[config.mk]
export PLATFORM = sky130hd
export DESIGN_NAME = ssg_sqrt
export DESIGN_NICKNAME = d
export VERILOG_FILES = /design/src/rtl/core/spectral_subtraction_gain_macros.svh /design/src/rtl/core/ssg_pkg.sv /design/src/rtl/core/ssg_sqrt.sv
export SDC_FILE = /design/constraint.sdc
export NUM_CORES = 2
export LEC_CHECK = 0
export CELL_PAD_IN_SITES_DETAIL_PLACEMENT = 1
export CELL_PAD_IN_SITES_GLOBAL_PLACEMENT = 1
export CORE_ASPECT_RATIO = 0.75
export CORE_UTILIZATION = 45
export CTS_CLUSTER_SIZE = 24
export DETAILED_ROUTE_END_ITERATION = 7
export DONT_BUFFER_PORTS = 1
export GPL_TIMING_DRIVEN = 0
export PLACE_DENSITY = 0.64
export SLEW_MARGIN = 20
export SYNTH_ARGS = -nofsm -noshare
export SYNTH_HDL_FRONTEND = slang
export SYNTH_SLANG_ARGS = --single-unit
[constraint.sdc]
create_clock -name i_clk -period 9.5 [get_ports i_clk]
set_input_delay 0.95 -clock i_clk [delete_from_list [all_inputs] [get_ports i_clk]]
set_output_delay 0.95 -clock i_clk [all_outputs]
set_load 0.03 [all_outputs]
[src/rtl/core/spectral_subtraction_gain_macros.svh]
// ----------------------------------------------------------------------------
// spectral subtraction gain assertion macros
// shared concurrent assertion forms used by the top-level rtl file
// ----------------------------------------------------------------------------
`ifndef SPECTRAL_SUBTRACTION_GAIN_MACROS_SVH
`define SPECTRAL_SUBTRACTION_GAIN_MACROS_SVH

// same-cycle implication, disabled in reset
`define SSG_ASSERT_SAME(lbl, clk, rst_n, ante, cons, msg) \
    lbl: assert property (@(posedge clk) disable iff (!rst_n) (ante) |-> (cons)) \
        else $error(msg);

// next-cycle implication, disabled in reset
`define SSG_ASSERT_NEXT(lbl, clk, rst_n, ante, cons, msg) \
    lbl: assert property (@(posedge clk) disable iff (!rst_n) (ante) |=> (cons)) \
        else $error(msg);

`endif

[src/rtl/core/ssg_pkg.sv]
// ----------------------------------------------------------------------------
// ssg_pkg
// shared widths, register codes, types and helpers of the gain pipeline
// ----------------------------------------------------------------------------
`timescale 1ns / 1ps
`default_nettype none

package ssg_pkg;

    // sample and derived widths
    localparam int SAMPLE_BITS = 24;
    localparam int PW          = 2 * SAMPLE_BITS;      // power width
    localparam int BW          = PW + 12;              // mixed power in q12
    localparam int AW          = PW + 16;              // reference power times gain
    localparam int QW          = 48;                   // quotient q0.48
    localparam int RW          = 24;                   // root q0.24
    localparam int FW          = RW + 1;               // gain factor width
    localparam int GW          = 16;                   // overdrive width
    localparam int IW          = 24;                   // inverse frame length width
    localparam int PRW         = SAMPLE_BITS + FW;     // magnitude times factor
    localparam int TW          = PRW + IW;             // full scaled product
    localparam int CFG_DW      = 24;

    // register indexes
    localparam logic CFG_IDX_OVERDRIVE = 1'b0;
    localparam logic CFG_IDX_INV_FRAME = 1'b1;

    // register reset values
    localparam logic [GW-1:0] OVERDRIVE_RESET = GW'(4915);
    localparam logic [IW-1:0] INV_FRAME_RESET = IW'(3277);

    // per-bin data that rides along the pipeline
    typedef struct packed {
        logic                   muted;
        logic                   neg_r;
        logic                   neg_i;
        logic [SAMPLE_BITS-1:0] mag_r;
        logic [SAMPLE_BITS-1:0] mag_i;
    } t_side;

    // magnitude of a two's complement sample
    function automatic logic [SAMPLE_BITS-1:0] mag_of(input logic [SAMPLE_BITS-1:0] v);
        logic [SAMPLE_BITS-1:0] m;
        m = v[SAMPLE_BITS-1] ? (~v + SAMPLE_BITS'(1)) : v;
        return m;
    endfunction

endpackage

`default_nettype wire

[src/rtl/core/ssg_sqrt.sv]
// ----------------------------------------------------------------------------
// ssg_sqrt
// pipelined integer square root, one root bit per stage, gives 1 - root
// ----------------------------------------------------------------------------
`timescale 1ns / 1ps
`default_nettype none

module ssg_sqrt (
    input  wire logic                   i_clk,
    input  wire logic                   i_rst_n,
    input  wire logic                   i_en,
    input  wire logic                   i_valid,
    input  wire logic [ssg_pkg::QW-1:0] i_quot,
    input  wire ssg_pkg::t_side         i_side,
    output logic                        o_valid,
    output logic [ssg_pkg::FW-1:0]      o_factor,
    output ssg_pkg::t_side              o_side
);

    localparam int QW = ssg_pkg::QW;
    localparam int RW = ssg_pkg::RW;
    localparam int FW = ssg_pkg::FW;

    logic           r_v    [RW];
    logic [QW-1:0]  r_q    [RW];
    logic [QW-1:0]  r_res  [RW];
    ssg_pkg::t_side r_side [RW];

    for (genvar k = 0; k < RW; k++) begin : g_stage
        localparam logic [QW-1:0] BIT = QW'(1) << (QW - 2 - 2 * k);
        logic           v_in;
        logic [QW-1:0]  q_in, res_in, trial;
        ssg_pkg::t_side side_in;
        logic           ge;

        if (k == 0) begin : g_first
            assign v_in    = i_valid;
            assign q_in    = i_quot;
            assign res_in  = '0;
            assign side_in = i_side;
        end else begin : g_next
            assign v_in    = r_v[k-1];
            assign q_in    = r_q[k-1];
            assign res_in  = r_res[k-1];
            assign side_in = r_side[k-1];
        end

        // trial subtract of the current root bit
        assign trial = res_in + BIT;
        assign ge    = q_in >= trial;

        always_ff @(posedge i_clk) begin
            if (!i_rst_n) begin
                r_v[k] <= 1'b0;
            end else if (i_en) begin
                r_v[k] <= v_in;
            end
        end

        always_ff @(posedge i_clk) begin
            if (i_en) begin
                r_q[k]    <= ge ? (q_in - trial) : q_in;
                r_res[k]  <= ge ? ((res_in >> 1) + BIT) : (res_in >> 1);
                r_side[k] <= side_in;
            end
        end
    end

    assign o_valid  = r_v[RW-1];
    assign o_factor = (FW'(1) << RW) - {1'b0, r_res[RW-1][RW-1:0]};
    assign o_side   = r_side[RW-1];

endmodule

`default_nettype wire

Word level (Yosys, flattened, before mapping)
Memory sizes are Yosys's and may differ from the RTL's. Index checks and enable logic that the tools add are counted.

Add/subtract/negate cells: 71. Magnitude comparators: 24. Multiplexer cells: 77. Bitwise operators: 24.

Operators with widths (count): 48-bit 2-to-1 mux (47); 48-bit greater-or-equal comparator (23); 48-bit subtractor (23); 47-bit by 1-bit adder with 48-bit output, second input constant (1); 47-bit by 11-bit adder with 48-bit output, second input constant (1); 47-bit by 13-bit adder with 48-bit output, second input constant (1); 47-bit by 15-bit adder with 48-bit output, second input constant (1); 47-bit by 17-bit adder with 48-bit output, second input constant (1); 47-bit by 19-bit adder with 48-bit output, second input constant (1); 47-bit by 21-bit adder with 48-bit output, second input constant (1); 47-bit by 23-bit adder with 48-bit output, second input constant (1); 47-bit by 25-bit adder with 48-bit output, second input constant (1); 47-bit by 27-bit adder with 48-bit output, second input constant (1); 47-bit by 29-bit adder with 48-bit output, second input constant (1); 47-bit by 3-bit adder with 48-bit output, second input constant (1); 47-bit by 31-bit adder with 48-bit output, second input constant (1); 47-bit by 33-bit adder with 48-bit output, second input constant (1); 47-bit by 35-bit adder with 48-bit output, second input constant (1); 47-bit by 37-bit adder with 48-bit output, second input constant (1); 47-bit by 39-bit adder with 48-bit output, second input constant (1); 47-bit by 41-bit adder with 48-bit output, second input constant (1); 47-bit by 43-bit adder with 48-bit output, second input constant (1); 47-bit by 45-bit adder with 48-bit output, second input constant (1); 47-bit by 5-bit adder with 48-bit output, second input constant (1); 31 further kinds (82).

Register bits: 0. Memory bits (writable): 3552. Input bits: 103. Memories kept: 4.

Memory list: r_side (words 24, bits a word 51, rd ports 24, clocked after Yosys merged registers in 0, wr ports 24, line ssg_sqrt.sv:27) `ssg_pkg::t_side r_side [RW];`; r_q (words 24, bits a word 48, rd ports 23, clocked after Yosys merged registers in 0, wr ports 24, line ssg_sqrt.sv:25) `logic [QW-1:0] r_q [RW];`; r_res (words 24, bits a word 48, rd ports 24, clocked after Yosys merged registers in 0, wr ports 24, line ssg_sqrt.sv:26) `logic [QW-1:0] r_res [RW];`; r_v (words 24, bits a word 1, rd ports 24, clocked after Yosys merged registers in 0, wr ports 24, line ssg_sqrt.sv:24) `logic r_v [RW];`.

Logic depth before layout (Yosys ltp)
Word-level depth: 4. Depth in mapped cells: 13. Gate-level depth less buffers: 12.

Least setup slack after synthesis
OpenSTA, ideal clock, no wires.

Path kind: register to output. Start: mem r_res[23][7]. End: out o_factor[24] in the netlist's numbering. Data arrival time: 2581 ps. Required time: 8550 ps. Setup slack: 5969 ps. Cell stages (with the launch flop): 6. Path through: edfxtp_1 -> nor4_1 -> nand4_1 -> or4_1 -> or3b_2 -> nor3_1.

RTL lines: start: declaration (line ssg_sqrt.sv:26); end: declaration (line ssg_sqrt.sv:16) `output logic [ssg_pkg::FW-1:0] o_factor,`.

==> impl_metrics.csv <==
group,metric,value,unit
timing,setup_tns,0,ns
synthesis,synth-edff-count,2651,
worst_hold_path,min_path_cells,0,
floorplanning,die_area,0.234,mm²
worst_setup_path,crit_slowest_cell,"buf_16",
synthesis,synth_area,0.104,mm²
floorplanning,io_pins,180,
synthesis,ys_seq_area_share,76.2,%
final_layout,syn2layout_area_growth,12.4,%
timing,period_minus_slack,5.84,ns
timing,finalSetupViolations,0,
global_route,grt_remaining_overflow,0,
placement,routabilityCongestion,0.921,
worst_hold_path,min_path_type,"input pin to flop",
synthesis,syn-num-nets,6938,
route,drt_iter0_drc,5143,
worst_setup_path,cp-start-kind,"input pin",
global_route,busiest_layer,"met1",
worst_setup_path,path_class,"input pin to flop",
route,first_pass_iters,6,
route,wl_per_cell,21.0,µm
floorplanning,placementRows,152,
clock_network,clk_pin_slew_worst_paths,0.06,ns
global_route,antenna_found_initial,12,
synthesis,netlist_instances,6512,
route,postRouteAntennaNets,0,
pwr,vdd_drop_max,0.000156,V
final_layout,utilization,51.1,%
final_layout,mostFrequentLayoutCells,"2651 x edfxtp_1, 403 x inv_1, 357 x nand2_1, 323 x ha_1, 317 x nor2_1",
floorplanning,die_w,558,µm
global_route,use_met1,30.1,%
placement,dp_hpwl,147000,µm
clock_network,cts.sinks,2652,
timing,drv_slew,0,
worst_setup_path,cpMostUsedCell,"buf_16",
worst_setup_path,cp.required,9.94,ns
global_route,gr-usage-met3,4.08,%
synthesis,synth_flop_cell,"edfxtp_1",
floorplanning,coreArea,0.230,mm²
worst_setup_path,critPathMaxStageDelay,0.70,ns
synthesis,ys_ff_latch,2652,
final_layout,final_area,0.117,mm²
timing,rsz0062_at_grt,"no",
clock_network,cts_root_buf,"clkbuf_16",
global_route,grt_pass1_vias,54700,
timing,report.final.hold_viol_count,0,
global_route,grtUsageTotal,18.1,%
pwr,p_leak,42.0,nW
placement,numPortBuffers,0,
clock_network,cts_buffers,274,
worst_setup_path,path_cells,"buf_16, buf_16, buf_16, buf_16, buf_16, buf_16, buf_16, buf_16",
placement,post_dp_cell_area,0.109,mm²
route,vias,54400,
timing,slew_headroom,22.5,%
worst_setup_path,critPathArrivalTime,6.28,ns
timing,max_freq,171,MHz
synthesis,yosysWarnings,0,
clock_network,clock_path_buffers,4,
clock_network,postCtsSetupRepairBufs,0,
worst_setup_path,crit_fanout,211,
clock_network,clk_latency,0.83,ns
worst_setup_path,crit_path_end_kind,"flop",
final_layout,final_common_cell,"edfxtp_1",
floorplanning,die_y,419,µm
route,wl,212000,µm
route,drc_errors,0,
synthesis,synth.distinct_cells,99,
synthesis,async_flop_share,0,%
timing,tightest_slew,1.15,ns
pwr,power_per_cell_area,243,mW/mm²
clock_network,htree_levels,5,
global_route,grt_max_degree,273,
clock_network,post_cts_hold_buffer_count,0,
status,status,"finished clean",
global_route,grt_pass1_wl,327000,µm
clock_network,cts_tree,"done",
final_layout,drive_gt1_share,7.45,%
global_route,use_met2,23.3,%
floorplanning,start_util,45.5,%
pwr,p_total,28.6,mW
clock_network,ctsResizeCount,0,
timing,skew,0.0522,ns
timing,finalCritPeriodShare,61.5,%
worst_setup_path,reg2regPathDepth,10,
route,vias_per_cell,5.39,
job,cap_viol_max_count,0,
synthesis,syn_area_per_cell,16.0,µm²
final_layout,num-nets-final,7237,
metrics by stage:
step / worst slack [ns] / instances / hold WS, ns
after global routing: 3.29 / 10100 / 0.155
final: 3.66 / 10100 / 0.217
after floorplan: 5.97 / 6512 / 0.400
after detailed placement: 2.94 / 9611 / 0.405
after global placement: 4.19 / 9592 / 0.400
after CTS: 3.88 / 10100 / 0.134
kinds of logic after synthesis:
family / count (synthesis) / synth area share [%]
flops: 2652 / 76.2
simple gates: 1571 / 7.87
compound gates: 930 / 5.57
xor+xnor: 497 / 4.17
buf+inv: 494 / 1.83
fa+ha+maj: 323 / 3.87
mux: 45 / 0.487
area by class of cell:
| type | instances | area [µm²] |
|---|---|---|
| buffer | 88 | 389 |
| multi-input combinational | 3366 | 23000 |
| antenna | 6 | 15.0 |
| clock buffer | 329 | 7190 |
| clock inverter | 146 | 1320 |
| inverter | 406 | 1520 |
| sequential | 2652 | 79600 |
| fill | 21700 | 112000 |
| timing repair buffer | 23 | 526 |
| tap | 3080 | 3850 |
sequential cells by signal, summed over array words and instances (netlist names):
name,flops
r_side,1224
r_res,300
r_q,1104
r_v,24
where the power goes:
group	internal [mW]	leakage (nW)	switching [mW]
registers	14.2	25.7	0.655
logic	1.27	12.2	2.07
clock network	5.95	4.14	4.37
synth_stat cells (36+ instances only):
cell type     n  area, µm²
nand4_1      71        444
a21oi_1     255       1280
o31ai_1      36        270
o21ai_0     270       1350
xnor2_1     239       2090
o21a_1       62        465
clkbuf_1     62        233
nand2_1     357       1340
or4_1        36        270
inv_1       403       1510
edfxtp_1   2651      79600
xor2_1      258       2260
or3_1        61        382
and3_1       44        275
nor4_1      188       1180
a21o_1      101        758
nand2b_1     73        457
nand3_1      78        390
nor3_1      156        781
nor2_1      317       1190
ha_1        323       4040
nor2b_1      46        288
worst paths after layout:
path | from | to | slack (ns)
setup / recovery | i_en | r_side[22][14] | 3.66
hold reg to reg | r_side[20][3] | r_side[21][3] | 0.39
setup reg to reg | r_q[18][11] | r_q[19][43] | 4.40
hold / removal | i_quot[2] | r_q[0][2] | 0.22
routing by layer:
metal	share of wire, %	up-vias
li1	-	25400
met1	53	27500
met2	38	1231
met3	7.2	309
met4	2.0	4
met5	0.013	-
worst max-delay path: cells and delay by family:
kind,cells,cell delay (ns)
buffers and inverters,8,4.37
Note: power is estimated with default switching activity, not from simulation.
